**config.mk**
```make
export PLATFORM = sky130hd
export DESIGN_NAME = leader_key_sequence_matcher
export DESIGN_NICKNAME = d
export VERILOG_FILES = /design/src/rtl/core/lksm_pkg.sv /design/src/rtl/core/lksm_table_ram.sv /design/src/rtl/core/lksm_held.sv /design/src/rtl/core/lksm_walk.sv /design/src/rtl/core/leader_key_sequence_matcher.sv
export VERILOG_INCLUDE_DIRS = /design/src /design/src/rtl/core
export SDC_FILE = /design/constraint.sdc
export NUM_CORES = 2
export LEC_CHECK = 0
export ABC_AREA = 1
export BUFFER_PORTS_ARGS = -buffer_cell sky130_fd_sc_hd__buf_2
export CAP_MARGIN = 20
export CORE_ASPECT_RATIO = 0.6
export CORE_MARGIN = 2
export CORE_UTILIZATION = 33
export CTS_CLUSTER_SIZE = 24
export DETAILED_ROUTE_END_ITERATION = 6
export PLACE_DENSITY = 0.52
export SYNTH_ARGS = -nofsm -noshare
export SYNTH_HDL_FRONTEND = slang
export SYNTH_SLANG_ARGS = --single-unit
```
**constraint.sdc**
```tcl
create_clock -name clk -period 9.2 [get_ports clk]
set_input_delay 0.46 -clock clk [delete_from_list [all_inputs] [get_ports clk]]
set_output_delay 0.46 -clock clk [all_outputs]
set_load 0.05 [all_outputs]
```
**src/rtl/core/assert_macros.svh**
```systemverilog
// Assertion helpers shared by the RTL.
// All checks run on clk and are off while arst_n is low.
`ifndef ASSERT_MACROS_SVH
`define ASSERT_MACROS_SVH

// Property check on the block clock.
`define ASSERT_CLK(label, prop) \
	label: assert property (@(posedge clk) disable iff (!arst_n) (prop)) \
		else $error("assertion failed");

// Condition that must never be seen on the block clock.
`define ASSERT_NEVER(label, cond) \
	`ASSERT_CLK(label, !(cond))

`endif

```
**src/rtl/core/lksm_pkg.sv**
```systemverilog
package lksm_pkg;

	// Sizing
	localparam int MAX_SEQUENCES = 32;
	localparam int MAX_KEYS      = 8;
	localparam int POS_W         = 8;
	localparam int SEQ_W         = $clog2(MAX_SEQUENCES);
	localparam int KEY_IDX_W     = $clog2(MAX_KEYS);
	localparam int KEY_CNT_W     = $clog2(MAX_KEYS + 1);
	localparam int TBL_AW        = SEQ_W + KEY_IDX_W;

	// Item field widths
	localparam int CMD_W  = 3;
	localparam int SIDX_W = 5;
	localparam int KIDX_W = 3;
	localparam int SLEN_W = 4;
	localparam int ACT_W  = 2;

	// Configuration port
	localparam int CFG_IDX_W   = 1;
	localparam int CFG_DATA_W  = 16;
	localparam int NUM_SEQ_W   = 6;
	localparam int TIMEOUT_W   = 16;
	localparam logic [TIMEOUT_W-1:0] TIMEOUT_RESET = TIMEOUT_W'(500);

	localparam logic [CFG_IDX_W-1:0] REG_NUM_SEQUENCES = 1'b0;
	localparam logic [CFG_IDX_W-1:0] REG_TIMEOUT_TICKS = 1'b1;

	typedef enum logic [CMD_W-1:0] {
		CMD_LOAD     = 3'd0,
		CMD_ACTIVATE = 3'd1,
		CMD_PRESS    = 3'd2,
		CMD_RELEASE  = 3'd3,
		CMD_TICK     = 3'd4
	} cmd_t;

	typedef enum logic [ACT_W-1:0] {
		ACT_NONE    = 2'd0,
		ACT_PRESS   = 2'd1,
		ACT_RELEASE = 2'd2,
		ACT_TAP     = 2'd3
	} action_t;

	typedef enum logic [2:0] {
		ST_IDLE,
		ST_DECODE,
		ST_WALK,
		ST_DRAIN,
		ST_RESOLVE,
		ST_FIN
	} state_t;

	typedef struct packed {
		logic             consumed;
		action_t          action;
		logic [SEQ_W-1:0] seq;
		logic             refused;
	} result_t;

	typedef struct packed {
		logic push;
		logic remove;
		logic clear;
	} held_op_t;

	typedef struct packed {
		logic [MAX_SEQUENCES-1:0] keep;
		logic                     complete;
		logic                     longer;
		logic [SEQ_W-1:0]         done;
	} walk_res_t;

endpackage

```
**src/rtl/core/lksm_table_ram.sv**
```systemverilog
module lksm_table_ram #(
	parameter int AW = 8,
	parameter int DW = 8
) (
	input  logic          clk,
	input  logic          we,
	input  logic [AW-1:0] waddr,
	input  logic [DW-1:0] wdata,
	input  logic [AW-1:0] raddr,
	output logic [DW-1:0] rdata
);

	logic [DW-1:0] mem [2**AW];

	always_ff @(posedge clk) begin
		if (we) begin
			mem[waddr] <= wdata;
		end
	end

	always_ff @(posedge clk) begin
		rdata <= mem[raddr];
	end

endmodule

```
**src/rtl/core/lksm_held.sv**
```systemverilog
module lksm_held import lksm_pkg::*; (
	input  logic                 clk,
	input  logic                 arst_n,
	input  held_op_t             op,
	input  logic [POS_W-1:0]     pos,
	output logic                 hit,
	output logic [KEY_CNT_W-1:0] count
);

	logic [POS_W-1:0]     held_q [MAX_KEYS];
	logic [KEY_CNT_W-1:0] count_q;
	logic [MAX_KEYS-1:0]  match;
	logic [KEY_IDX_W-1:0] first;
	logic                 room;

	assign room  = count_q < KEY_CNT_W'(MAX_KEYS);
	assign count = count_q;

	// compare every live entry, lowest match wins
	always_comb begin
		first = '0;
		for (int i = 0; i < MAX_KEYS; i++) begin
			match[i] = (KEY_CNT_W'(i) < count_q) && (held_q[i] == pos);
		end
		for (int i = MAX_KEYS - 1; i >= 0; i--) begin
			if (match[i]) begin
				first = KEY_IDX_W'(i);
			end
		end
		hit = |match;
	end

	// fill count
	always_ff @(posedge clk or negedge arst_n) begin
		if (!arst_n) begin
			count_q <= '0;
		end else if (op.clear) begin
			count_q <= '0;
		end else if (op.push && room) begin
			count_q <= count_q + KEY_CNT_W'(1);
		end else if (op.remove && hit) begin
			count_q <= count_q - KEY_CNT_W'(1);
		end
	end

	// append at the tail, or close the gap left by a removed key
	always_ff @(posedge clk) begin
		if (op.push && room) begin
			held_q[count_q[KEY_IDX_W-1:0]] <= pos;
		end else if (op.remove && hit) begin
			for (int j = 0; j < MAX_KEYS - 1; j++) begin
				if (KEY_IDX_W'(j) >= first) begin
					held_q[j] <= held_q[j+1];
				end
			end
		end
	end

endmodule

```
**src/rtl/core/lksm_walk.sv**
```systemverilog
module lksm_walk import lksm_pkg::*; (
	input  logic                 clk,
	input  logic                 arst_n,
	input  logic                 clr,
	input  logic                 step,
	input  logic [SEQ_W-1:0]     idx,
	input  logic                 cand,
	input  logic [KEY_CNT_W-1:0] len,
	input  logic [KEY_CNT_W-1:0] count,
	input  logic [POS_W-1:0]     pos,
	input  logic [POS_W-1:0]     rd_data,
	output walk_res_t            res
);

	walk_res_t res_q;
	logic      hit;
	logic      ends;

	// one sequence per cycle: still a candidate, slot inside length, key equal
	assign hit  = step && cand && (count < len) && (rd_data == pos);
	assign ends = len == (count + KEY_CNT_W'(1));
	assign res  = res_q;

	// narrowed set and ending sequences seen so far
	always_ff @(posedge clk or negedge arst_n) begin
		if (!arst_n) begin
			res_q <= '0;
		end else if (clr) begin
			res_q <= '0;
		end else if (hit) begin
			res_q.keep[idx] <= 1'b1;
			if (ends) begin
				res_q.complete <= 1'b1;
				res_q.done     <= idx;
			end else begin
				res_q.longer <= 1'b1;
			end
		end
	end

endmodule

```
**src/rtl/core/leader_key_sequence_matcher.sv**
```systemverilog
// Channel  Direction  Handshake                 Payload
// in       input      in_valid / in_ready       cmd, seq_index, key_index, seq_length, position
// out      output     out_valid / out_ready     consumed, action, action_seq, refused
// cfg      input      cfg_we                    cfg_index, cfg_data
//
// Every item gives one result. Load, activate, release, tick: idle, decode, finish.
// A press while matching walks all MAX_SEQUENCES table entries through the single
// table read port, one per cycle, then drains the read stage and resolves.
// A press past MAX_KEYS skips the walk and goes from decode straight to resolve.
// Reset clears all control state and the length table; no clearing pass.
// in_ready is high only in idle; a result waiting at the output lets the next
// item in, and only a second finished result waits for out_ready.
module leader_key_sequence_matcher import lksm_pkg::*; (
	input  logic                  clk,
	input  logic                  arst_n,
	input  logic                  cfg_we,
	input  logic [CFG_IDX_W-1:0]  cfg_index,
	input  logic [CFG_DATA_W-1:0] cfg_data,
	input  logic                  in_valid,
	output logic                  in_ready,
	input  logic [CMD_W-1:0]      cmd,
	input  logic [SIDX_W-1:0]     seq_index,
	input  logic [KIDX_W-1:0]     key_index,
	input  logic [SLEN_W-1:0]     seq_length,
	input  logic [POS_W-1:0]      position,
	output logic                  out_valid,
	input  logic                  out_ready,
	output logic                  consumed,
	output logic [ACT_W-1:0]      action,
	output logic [SEQ_W-1:0]      action_seq,
	output logic                  refused
);

	`include "assert_macros.svh"

	state_t state_q, state_d;

	// config
	logic [NUM_SEQ_W-1:0] num_seq_q;
	logic [TIMEOUT_W-1:0] timeout_q;
	logic [TIMEOUT_W-1:0] timeout_eff;

	// latched item
	logic [CMD_W-1:0]  cmd_q;
	logic [SIDX_W-1:0] sidx_q;
	logic [KIDX_W-1:0] kidx_q;
	logic [SLEN_W-1:0] slen_q;
	logic [POS_W-1:0]  pos_q;

	// matcher state
	logic [KEY_CNT_W-1:0]     len_q [MAX_SEQUENCES];
	logic                     matching_q;
	logic [MAX_SEQUENCES-1:0] mask_q;
	logic [KEY_CNT_W-1:0]     press_q;
	logic                     pending_q;
	logic [SEQ_W-1:0]         pend_seq_q;
	logic                     fired_q;
	logic [SEQ_W-1:0]         fired_seq_q;
	logic [TIMEOUT_W-1:0]     timer_q;

	// walk
	logic [SEQ_W-1:0] idx_q;
	logic             rd_vld_s1;
	logic [SEQ_W-1:0] idx_s1;
	logic [POS_W-1:0] rd_data;
	walk_res_t        walk;

	// result path
	result_t res_q;
	result_t out_q;
	logic    out_valid_q;

	// control strobes
	held_op_t             held_op;
	logic                 held_hit;
	logic [KEY_CNT_W-1:0] held_count;
	logic                 ram_we;
	logic                 walk_clr;
	logic                 out_load;
	logic                 long_press;

	logic [MAX_SEQUENCES-1:0] act_mask;

	assign timeout_eff = (timeout_q == '0) ? TIMEOUT_W'(1) : timeout_q;
	assign long_press  = press_q >= KEY_CNT_W'(MAX_KEYS);

	// candidates on activation, saturating at the table size
	always_comb begin
		for (int i = 0; i < MAX_SEQUENCES; i++) begin
			act_mask[i] = int'(num_seq_q) > i;
		end
	end

	// config writes
	always_ff @(posedge clk or negedge arst_n) begin
		if (!arst_n) begin
			num_seq_q <= '0;
			timeout_q <= TIMEOUT_RESET;
		end else if (cfg_we) begin
			case (cfg_index)
				REG_NUM_SEQUENCES: num_seq_q <= cfg_data[NUM_SEQ_W-1:0];
				REG_TIMEOUT_TICKS: timeout_q <= cfg_data[TIMEOUT_W-1:0];
				default: ;
			endcase
		end
	end

	// next state
	always_comb begin
		state_d = state_q;
		case (state_q)
			ST_IDLE: begin
				if (in_valid) begin
					state_d = ST_DECODE;
				end
			end
			ST_DECODE: begin
				if (cmd_q == CMD_PRESS && matching_q) begin
					state_d = long_press ? ST_RESOLVE : ST_WALK;
				end else begin
					state_d = ST_FIN;
				end
			end
			ST_WALK: begin
				if (idx_q == SEQ_W'(MAX_SEQUENCES - 1)) begin
					state_d = ST_DRAIN;
				end
			end
			ST_DRAIN:   state_d = ST_RESOLVE;
			ST_RESOLVE: state_d = ST_FIN;
			ST_FIN: begin
				if (!out_valid_q || out_ready) begin
					state_d = ST_IDLE;
				end
			end
			default: state_d = ST_IDLE;
		endcase
	end

	// strobes
	always_comb begin
		in_ready       = 1'b0;
		held_op        = '0;
		ram_we         = 1'b0;
		walk_clr       = 1'b0;
		out_load       = 1'b0;
		case (state_q)
			ST_IDLE: in_ready = 1'b1;
			ST_DECODE: begin
				walk_clr       = 1'b1;
				ram_we         = cmd_q == CMD_LOAD;
				held_op.remove = cmd_q == CMD_RELEASE;
			end
			ST_RESOLVE: begin
				held_op.clear = walk.keep == '0;
				held_op.push  = walk.keep != '0;
			end
			ST_FIN: out_load = !out_valid_q || out_ready;
			default: ;
		endcase
	end

	always_ff @(posedge clk or negedge arst_n) begin
		if (!arst_n) begin
			state_q <= ST_IDLE;
		end else begin
			state_q <= state_d;
		end
	end

	// item capture
	always_ff @(posedge clk) begin
		if (in_valid && in_ready) begin
			cmd_q  <= cmd;
			sidx_q <= seq_index;
			kidx_q <= key_index;
			slen_q <= seq_length;
			pos_q  <= position;
		end
	end

	// table walk address and read stage
	always_ff @(posedge clk or negedge arst_n) begin
		if (!arst_n) begin
			idx_q     <= '0;
			rd_vld_s1 <= 1'b0;
			idx_s1    <= '0;
		end else begin
			idx_q     <= (state_q == ST_WALK) ? idx_q + SEQ_W'(1) : '0;
			rd_vld_s1 <= state_q == ST_WALK;
			idx_s1    <= idx_q;
		end
	end

	lksm_table_ram #(
		.AW(TBL_AW),
		.DW(POS_W)
	) u_table (
		.clk   (clk),
		.we    (ram_we),
		.waddr ({sidx_q, kidx_q}),
		.wdata (pos_q),
		.raddr ({idx_q, press_q[KEY_IDX_W-1:0]}),
		.rdata (rd_data)
	);

	lksm_walk u_walk (
		.clk     (clk),
		.arst_n  (arst_n),
		.clr     (walk_clr),
		.step    (rd_vld_s1),
		.idx     (idx_s1),
		.cand    (mask_q[idx_s1]),
		.len     (len_q[idx_s1]),
		.count   (press_q),
		.pos     (pos_q),
		.rd_data (rd_data),
		.res     (walk)
	);

	lksm_held u_held (
		.clk    (clk),
		.arst_n (arst_n),
		.op     (held_op),
		.pos    (pos_q),
		.hit    (held_hit),
		.count  (held_count)
	);

	// sequence lengths, saturated on load
	always_ff @(posedge clk or negedge arst_n) begin
		if (!arst_n) begin
			for (int i = 0; i < MAX_SEQUENCES; i++) begin
				len_q[i] <= '0;
			end
		end else if (state_q == ST_DECODE && cmd_q == CMD_LOAD) begin
			len_q[sidx_q] <= (slen_q > SLEN_W'(MAX_KEYS)) ? KEY_CNT_W'(MAX_KEYS)
			                                               : KEY_CNT_W'(slen_q);
		end
	end

	// command execution and press resolution
	always_ff @(posedge clk or negedge arst_n) begin
		if (!arst_n) begin
			matching_q  <= 1'b0;
			mask_q      <= '0;
			press_q     <= '0;
			pending_q   <= 1'b0;
			pend_seq_q  <= '0;
			fired_q     <= 1'b0;
			fired_seq_q <= '0;
			timer_q     <= '0;
			res_q       <= '0;
		end else begin
			case (state_q)
				// result starts empty for every item
				ST_IDLE: res_q <= '0;
				ST_DECODE: begin
					case (cmd_q)
						CMD_ACTIVATE: begin
							if (held_count != '0) begin
								res_q.refused <= 1'b1;
							end else begin
								matching_q <= 1'b1;
								mask_q     <= act_mask;
								press_q    <= '0;
								pending_q  <= 1'b0;
								pend_seq_q <= '0;
								timer_q    <= '0;
							end
						end
						CMD_RELEASE: begin
							if (held_hit) begin
								res_q.consumed <= 1'b1;
								// last held key of a fired sequence
								if (held_count == KEY_CNT_W'(1) && fired_q) begin
									res_q.action <= ACT_RELEASE;
									res_q.seq    <= fired_seq_q;
									fired_q      <= 1'b0;
									fired_seq_q  <= '0;
								end
							end
						end
						CMD_TICK: begin
							if (timer_q != '0) begin
								timer_q <= timer_q - TIMEOUT_W'(1);
								if (timer_q == TIMEOUT_W'(1) && pending_q) begin
									res_q.action <= ACT_TAP;
									res_q.seq    <= pend_seq_q;
									matching_q   <= 1'b0;
									mask_q       <= '0;
									press_q      <= '0;
									pending_q    <= 1'b0;
									pend_seq_q   <= '0;
								end
							end
						end
						default: ;
					endcase
				end
				ST_RESOLVE: begin
					if (walk.keep == '0) begin
						// mismatch: cancel and pass the key on
						matching_q <= 1'b0;
						mask_q     <= '0;
						press_q    <= '0;
						pending_q  <= 1'b0;
						pend_seq_q <= '0;
						timer_q    <= '0;
					end else begin
						res_q.consumed <= 1'b1;
						if (walk.complete && !walk.longer) begin
							// fire now, held keys stay for the release
							res_q.action <= ACT_PRESS;
							res_q.seq    <= walk.done;
							fired_q      <= 1'b1;
							fired_seq_q  <= walk.done;
							matching_q   <= 1'b0;
							mask_q       <= '0;
							press_q      <= '0;
							pending_q    <= 1'b0;
							pend_seq_q   <= '0;
							timer_q      <= '0;
						end else begin
							mask_q  <= walk.keep;
							press_q <= press_q + KEY_CNT_W'(1);
							if (walk.complete) begin
								pending_q  <= 1'b1;
								pend_seq_q <= walk.done;
								timer_q    <= timeout_eff;
							end else begin
								pending_q  <= 1'b0;
								pend_seq_q <= '0;
								timer_q    <= '0;
							end
						end
					end
				end
				default: ;
			endcase
		end
	end

	// output register
	always_ff @(posedge clk or negedge arst_n) begin
		if (!arst_n) begin
			out_valid_q <= 1'b0;
		end else if (out_load) begin
			out_valid_q <= 1'b1;
		end else if (out_ready) begin
			out_valid_q <= 1'b0;
		end
	end

	always_ff @(posedge clk) begin
		if (out_load) begin
			out_q <= res_q;
		end
	end

	assign out_valid  = out_valid_q;
	assign consumed   = out_q.consumed;
	assign action     = out_q.action;
	assign action_seq = out_q.seq;
	assign refused    = out_q.refused;

	`ASSERT_CLK(a_pending_in_match, pending_q |-> matching_q)
	`ASSERT_CLK(a_timer_has_pending, (timer_q != '0) |-> pending_q)
	`ASSERT_CLK(a_fired_keys_held, fired_q |-> (held_count != '0))
	`ASSERT_NEVER(a_fired_while_matching, fired_q && matching_q)

endmodule

```
# --- Yosys cells after proc, flatten, opt, wreduce, memory -nomap -nowiden ---
# Memories as Yosys holds them, arrays and structs flattened. A register that Yosys moved wholly into a read port is not among the register bits.
# Index checks and enable logic that the tools add are counted.
classes:
  addsub: 5
  order_cmp: 56
  eq_ne: 41
  muxes: 145
  bitwise: 4
  reduce_logical: 52
ops:
  columns: ["op", "n"]
  rows:
  - ["32-bit 2-to-1 mux", 5]
  - ["128-bit bitwise mux", 1]
  - ["32-bit one-hot mux with 2 select lines", 2]
  - ["6-bit by 5-bit greater-than comparator with 1-bit output (second input constant)", 16]
  - ["16-bit 2-to-1 mux", 6]
  - ["39-bit 2-to-1 mux", 2]
  - ["8-bit == test", 9]
  - ["5-bit 2-to-1 mux", 13]
  - ["16-bit one-hot mux with 2 select lines", 2]
  - ["1-bit 2-to-1 mux", 63]
  - ["6-bit by 4-bit greater-than comparator with 1-bit output (second input constant)", 8]
  - ["4-bit 2-to-1 mux", 12]
  - ["3-bit 2-to-1 mux", 14]
  - ["32-bit zero test", 1]
  - ["32-bit bitwise OR", 1]
  - ["32-bit nonzero test", 1]
  - ["5-bit one-hot mux with 2 select lines", 3]
  - ["7-bit 2-to-1 mux", 4]
  - ["6-bit by 3-bit greater-than comparator with 1-bit output (second input constant)", 4]
  - ["8-bit 2-to-1 mux", 3]
  - ["8-bit one-hot mux with 3 select lines", 1]
  - ["1-bit logical AND", 21]
  - ["4-bit binary-select mux with 5-bit select", 1]
  - ["4-bit demux with 5-bit select", 1]
  - ["other kinds (55)", 109]
totals:
  reg_bits: 314
  mem_bits_rw: 2112
  inputBits: 45
  out_inout_bits: 11
  wordCells: 370
  n_memories: 2
mem_list:
  columns: ["name", "depth", "word_bits", "rd", "rd_ports_with_merged_regs", "wr", "line_no", "source"]
  rows:
  - ["u_table.mem", 256, 8, 1, 1, 1, "lksm_table_ram.sv:13", "logic [DW-1:0] mem [2**AW];"]
  - ["u_held.held_q", 8, 8, 8, 0, 7, "lksm_held.sv:10", "logic [POS_W-1:0] held_q [MAX_KEYS];"]

# --- Logic depth before layout (Yosys ltp) ---
depth:
  ltp_word: 17
  ltp_mapped: 21
  depth_no_buf: 20

# --- Modules after synthesis ---
# From an unflattened synthesis, not the netlist that was laid out.
unflattened:
  hier_cells: 9571
  area_unflattened_um2: 103671.9
by_module_without_submodules:
  columns: ["module", "n_inst", "cells_per_inst", "area_each_um2"]
  rows:
  - ["lksm_table_ram", 1, 7003, 83396.2]
  - ["leader_key_sequence_matcher", 1, 1736, 13546.7]
  - ["lksm_held", 1, 510, 4324.1]
  - ["lksm_walk", 1, 322, 2404.8]

# --- Worst setup path before layout ---
# Ideal clock, no wire load.
synth_path:
  kind: "register -> register"
  startpoint: "register pos_q[0]"
  endpoint: "memory u_held.held_q[1][0], enable pin"
  setup_time_ns: 0.375
  arrival_ns: 5.772
  slack_ns: 3.053
  path_stages_with_launch: 13
  path_cell_list: "edfxtp_1 > inv_1 > or2_2 > nand3_1 > nor2_1 > nand2_1 > nand2_1 > nor2_8 > nand2_2 > nand3_4 > buf_6 > nand2_2 > o31ai_2"
synth_lines:
  columns: ["element", "line_no", "source"]
  rows:
  - ["start: declaration", "leader_key_sequence_matcher.sv:48", "logic [POS_W-1:0] pos_q;"]
  - ["start signal: assignment", "leader_key_sequence_matcher.sv:178", "pos_q <= position;"]
  - ["end: declaration", "lksm_held.sv:10", null]

==> impl_metrics.prom <==
# TYPE chip_impl_metric gauge
chip_impl_info{name="outcome",value="finished clean"} 1
chip_impl_info{name="timing.critical_path.from_type",value="flip-flop"} 1
chip_impl_metric{name="final.setup.worst_slack",unit="ns"} 3.94
chip_impl_metric{name="sinks_on_clock_net",unit=""} 2434
chip_impl_metric{name="syn_std_cell_area",unit="um2"} 99300
chip_impl_metric{name="areaGrowthSynthToFinish",unit="%"} 11.5
chip_impl_metric{name="synth_compound_area_frac",unit=""} 0.135
chip_impl_metric{name="row_count",unit=""} 155
chip_impl_metric{name="postSynth.asyncResetShare",unit=""} 0.116
chip_impl_metric{name="max-vdd-ir-drop",unit="V"} 0.000151
chip_impl_info{name="synth_top_area_cell",value="sky130_fd_sc_hd__edfxtp_1"} 1
chip_impl_info{name="mostFrequentLayoutCell",value="sky130_fd_sc_hd__edfxtp_1"} 1
chip_impl_metric{name="syn_nets",unit=""} 8137
chip_impl_metric{name="relSlewSlack",unit=""} 0.195
chip_impl_metric{name="cp_data_required_time",unit="ns"} 9.95
chip_impl_metric{name="dp_worst_setup_slack",unit="ns"} 4.21
chip_impl_metric{name="via_per_inst",unit=""} 5.58
chip_impl_metric{name="clock_tree.htree_level_count",unit=""} 4
chip_impl_metric{name="cts.path.max_buffers",unit=""} 4
chip_impl_metric{name="detail_route.wl_per_cell",unit="um"} 26.1
chip_impl_metric{name="route.final.wire_length",unit="um"} 317000
chip_impl_metric{name="post-route-min-period",unit="ns"} 5.26
chip_impl_metric{name="dpl_cell_area",unit="um2"} 103000
chip_impl_metric{name="detail_route.first_pass.iterations",unit=""} 6
chip_impl_info{name="hold_path_startpoint",value="cfg_we"} 1
chip_impl_metric{name="synth-xor-area-share",unit=""} 0.00309
chip_impl_metric{name="synth_top_area_share",unit=""} 0.648
chip_impl_info{name="r2r_start",value="press_q[2]"} 1
chip_impl_metric{name="timing.fmax",unit="GHz"} 0.190
chip_impl_metric{name="netlist_instances",unit=""} 8078
chip_impl_metric{name="postSynthRegisterBits",unit=""} 2434
chip_impl_metric{name="fraction_of_synthesized_area_in_multiplexers",unit=""} 0.000907
chip_impl_metric{name="final_layout_worst_hold_slack",unit="ns"} 0.128
chip_impl_metric{name="layout-drive-gt1-share",unit=""} 0.0724
chip_impl_metric{name="switching_power",unit="mW"} 6.06
chip_impl_info{name="most-common-layout-cells",value="2144 x sky130_fd_sc_hd__edfxtp_1, 1437 x sky130_fd_sc_hd__nor2_1, 1230 x sky130_fd_sc_hd__o21ai_0"} 1
chip_impl_metric{name="die_h",unit="um"} 429
chip_impl_metric{name="combinationalPowerShare",unit=""} 0.090
chip_impl_metric{name="worst_skew_pair.late_latency",unit="ns"} 0.90
chip_impl_metric{name="die_area",unit="um2"} 305000
chip_impl_metric{name="fin_worst_skew",unit="ns"} 0.0690
chip_impl_metric{name="maxCapViolations",unit=""} 0
chip_impl_info{name="end_kind",value="flip-flop"} 1
chip_impl_metric{name="report.final.slew_viol_count",unit=""} 0
chip_impl_metric{name="synth_enable_flop_cells",unit=""} 2144
chip_impl_info{name="clock_tree_from_tritoncts",value="done"} 1
chip_impl_metric{name="antenna_left",unit=""} 0
chip_impl_info{name="rsz_0062_raised_after_global_routing",value="no"} 1
chip_impl_metric{name="seq_area_frac_synth",unit=""} 0.721
chip_impl_metric{name="place.detailed.instances",unit=""} 11678
chip_impl_metric{name="yosys.area_share.adder",unit=""} 0.00176
chip_impl_metric{name="count_of_vias_placed_by_the_detailed_router",unit=""} 67662
chip_impl_metric{name="portion_of_total_power_attributed_to_the_clock_network",unit=""} 0.378
chip_impl_metric{name="grt_pass1_wl",unit="um"} 453000
chip_impl_metric{name="post-route-period-util",unit=""} 0.571
chip_impl_metric{name="p_seq_frac",unit=""} 0.533
chip_impl_metric{name="grt_remaining_overflow",unit=""} 0
chip_impl_metric{name="cts.reportedPaths.clkPinSlew",unit="ns"} 0.07
chip_impl_metric{name="final.fill_count",unit=""} 28650
chip_impl_metric{name="grtUsageTotal",unit=""} 0.199
chip_impl_metric{name="die_w",unit="um"} 712
chip_impl_info{name="crit_type",value="flip-flop to flip-flop"} 1
chip_impl_metric{name="power.switching_fraction",unit=""} 0.253
chip_impl_metric{name="final_net_count",unit=""} 8002
chip_impl_metric{name="finalNonFillerCells",unit=""} 12133
chip_impl_metric{name="timing.critical_path.fanout_max",unit=""} 56
chip_impl_metric{name="drt_iter0_drc",unit=""} 9714
chip_impl_metric{name="grt_antenna_before_repair",unit=""} 24
chip_impl_metric{name="first_global_vias",unit=""} 62431
chip_impl_metric{name="finalInstanceArea",unit="um2"} 111000
chip_impl_metric{name="totalNegativeSetupSlack",unit="ns"} 0
chip_impl_metric{name="placement.io_buffers",unit=""} 55
chip_impl_metric{name="synthesis.yosys.warnings",unit=""} 0
chip_impl_metric{name="synth_area_per_cell",unit="um2"} 12.3
chip_impl_info{name="timing.hold.worst.class",value="input port to flip-flop"} 1
chip_impl_info{name="synthFlopType",value="sky130_fd_sc_hd__edfxtp_1"} 1
chip_impl_metric{name="grt_start_max_net_pins",unit=""} 228
chip_impl_info{name="cts_root_buf",value="sky130_fd_sc_hd__clkbuf_16"} 1
chip_impl_info{name="setup.worst_path.start",value="press_q[2]"} 1
chip_impl_metric{name="dp.final_hpwl",unit="um"} 186000
chip_impl_metric{name="worstPathArrival",unit="ns"} 6.01
chip_impl_metric{name="leakagePower",unit="nW"} 36.2
chip_impl_metric{name="floorplan.initialDensity",unit=""} 0.333
chip_impl_metric{name="fp.coreArea",unit="um2"} 298000
chip_impl_metric{name="tightest_slew",unit="ns"} 1.21
chip_impl_metric{name="tritoncts.num_buffers",unit=""} 222
chip_impl_metric{name="setup_viol",unit=""} 0
chip_impl_info{name="dominant_combinational_cell_family_by_area_after_synthesis",value="compound AO/OA/AOI/OAI gates"} 1
chip_impl_metric{name="synth_simple_gate_area_share",unit=""} 0.107
chip_impl_metric{name="hold_viol",unit=""} 0
chip_impl_metric{name="post_synth_num_cell_types",unit=""} 55
chip_impl_metric{name="drcViolationCount",unit=""} 0
chip_impl_metric{name="power_density",unit="nW/um2"} 216
chip_impl_metric{name="floorplan.io_pins",unit=""} 56
chip_impl_info{name="synthTopCellsByArea",value="sky130_fd_sc_hd__edfxtp_1 65%, sky130_fd_sc_hd__dfrtp_1 7.0%, sky130_fd_sc_hd__o21ai_0 6.2%"} 1
chip_impl_metric{name="cellInternalPower",unit="mW"} 17.9
chip_impl_metric{name="routabilityCongestion",unit=""} 0.878
critical path, cell delays in order (launching register included):
cell and delay, ns:
sky130_fd_sc_hd__dfrtp_4 0.51, sky130_fd_sc_hd__buf_4 0.55, sky130_fd_sc_hd__buf_4 0.77, sky130_fd_sc_hd__buf_4 0.65, sky130_fd_sc_hd__o221ai_1 0.30, sky130_fd_sc_hd__o211ai_1 0.47, sky130_fd_sc_hd__nand3_1 0.47, sky130_fd_sc_hd__nand3_1 0.23
sky130_fd_sc_hd__nand3_1 0.62, sky130_fd_sc_hd__nand3_1 0.31, sky130_fd_sc_hd__nand2_1 0.07
power groups by stage:
stage / combinational [mW] / clock [mW] / sequential [mW]
final: 2.15 / 9.06 / 12.8
after global routing: 2.34 / 9.61 / 12.8
after CTS: 2.12 / 9.17 / 12.8
after detailed placement: 2.10 / 0 / 13.0
after global placement: 2.06 / 0 / 13.0
after floorplan: 0.977 / 0 / 13.3
cell families (layout without fill, tap and decap cells):
| kind of cell | count (synthesis) | in the layout |
|---|---|---|
| buf+inv | 777 | 821 |
| flops | 2434 | 2434 |
| simple gates | 2594 | 2594 |
| xor+xnor | 35 | 35 |
| mux | 8 | 8 |
| fa+ha+maj | 14 | 14 |
| compound gates | 2216 | 2216 |
| other cells | 0 | 8 |
registers in the layout (all words and copies together) (netlist names), 2 cells and up:
signal	flops
action_seq	5
pend_seq_q	5
u_walk.res	39
idx_s1	5
u_table.rdata	8
kidx_q	3
sidx_q	5
press_q	4
u_table.mem	2048
len_q	128
u_held.held_q	64
timeout_q	16
slen_q	4
pos_q	8
u_held.count	4
num_seq_q	6
state_q	3
res_q	9
timer_q	16
action	2
cmd_q	3
mask_q	32
idx_q	5
fired_seq_q	5
cells in the mapped netlist (all sizes together), types with 17 or more instances:
cell    count
or2        17
o21ai    1276
dfrtp     276
a22oi      83
a21oi      68
o22ai     220
o221ai    286
nand2     632
nor2     1446
edfxtp   2144
buf       130
nand3     410
nor3       27
nand4      50
o211ai    245
xnor2      25
clkbuf    452
inv       191
a31oi      18
layer usage:
metal  up-vias  share of wire  wire, um  track usage
met5         -         0.0020       647       0.0131
met4        14          0.015      4730       0.0340
met3       346           0.13     40800       0.0725
met2      3359           0.39    124000        0.260
met1     34265           0.46    147000        0.312
li1      29678              -         -            -
worst paths after layout:
kind / end / slack (ns) / depth (start not counted)
min: num_seq_q[0] / 0.13 / 4
max reg2reg: u_table.rdata[2] / 3.94 / 10
max: u_table.rdata[2] / 3.94 / 10
min reg2reg: action_seq[4] / 0.45 / 0
max in group asynchronous: idx_q[0] / 7.34 / 3
min in group asynchronous: len_q[126] / 0.29 / 2
per-stage QoR:
stage               utilization  power, mW
detailed placement        0.347       15.1
global placement          0.347       15.1
CTS                       0.371       24.1
floorplan                     -       14.3
finish                    0.371       24.0
global route              0.371       24.7
what timing repair did:
item | 4_1_cts | 5_1_grt
hold endpoints to repair | 167 | 0
setup buffers | 0 | 0
gates resized for setup | 0 | 0
hold buffers | 42 | 0
layout make-up:
type | count | area, um2 | area share
tap | 4003 | 5010 | 0.0452
antenna | 8 | 20.0 | 0.000181
sequential | 2434 | 71600 | 0.647
clock buffer | 278 | 5900 | 0.0533
multi-input combinational | 4867 | 24700 | 0.223
clock inverter | 125 | 907 | 0.00819
timing repair buffer | 223 | 1880 | 0.0170
inverter | 195 | 759 | 0.00686
(Power assumes the default switching activity.)
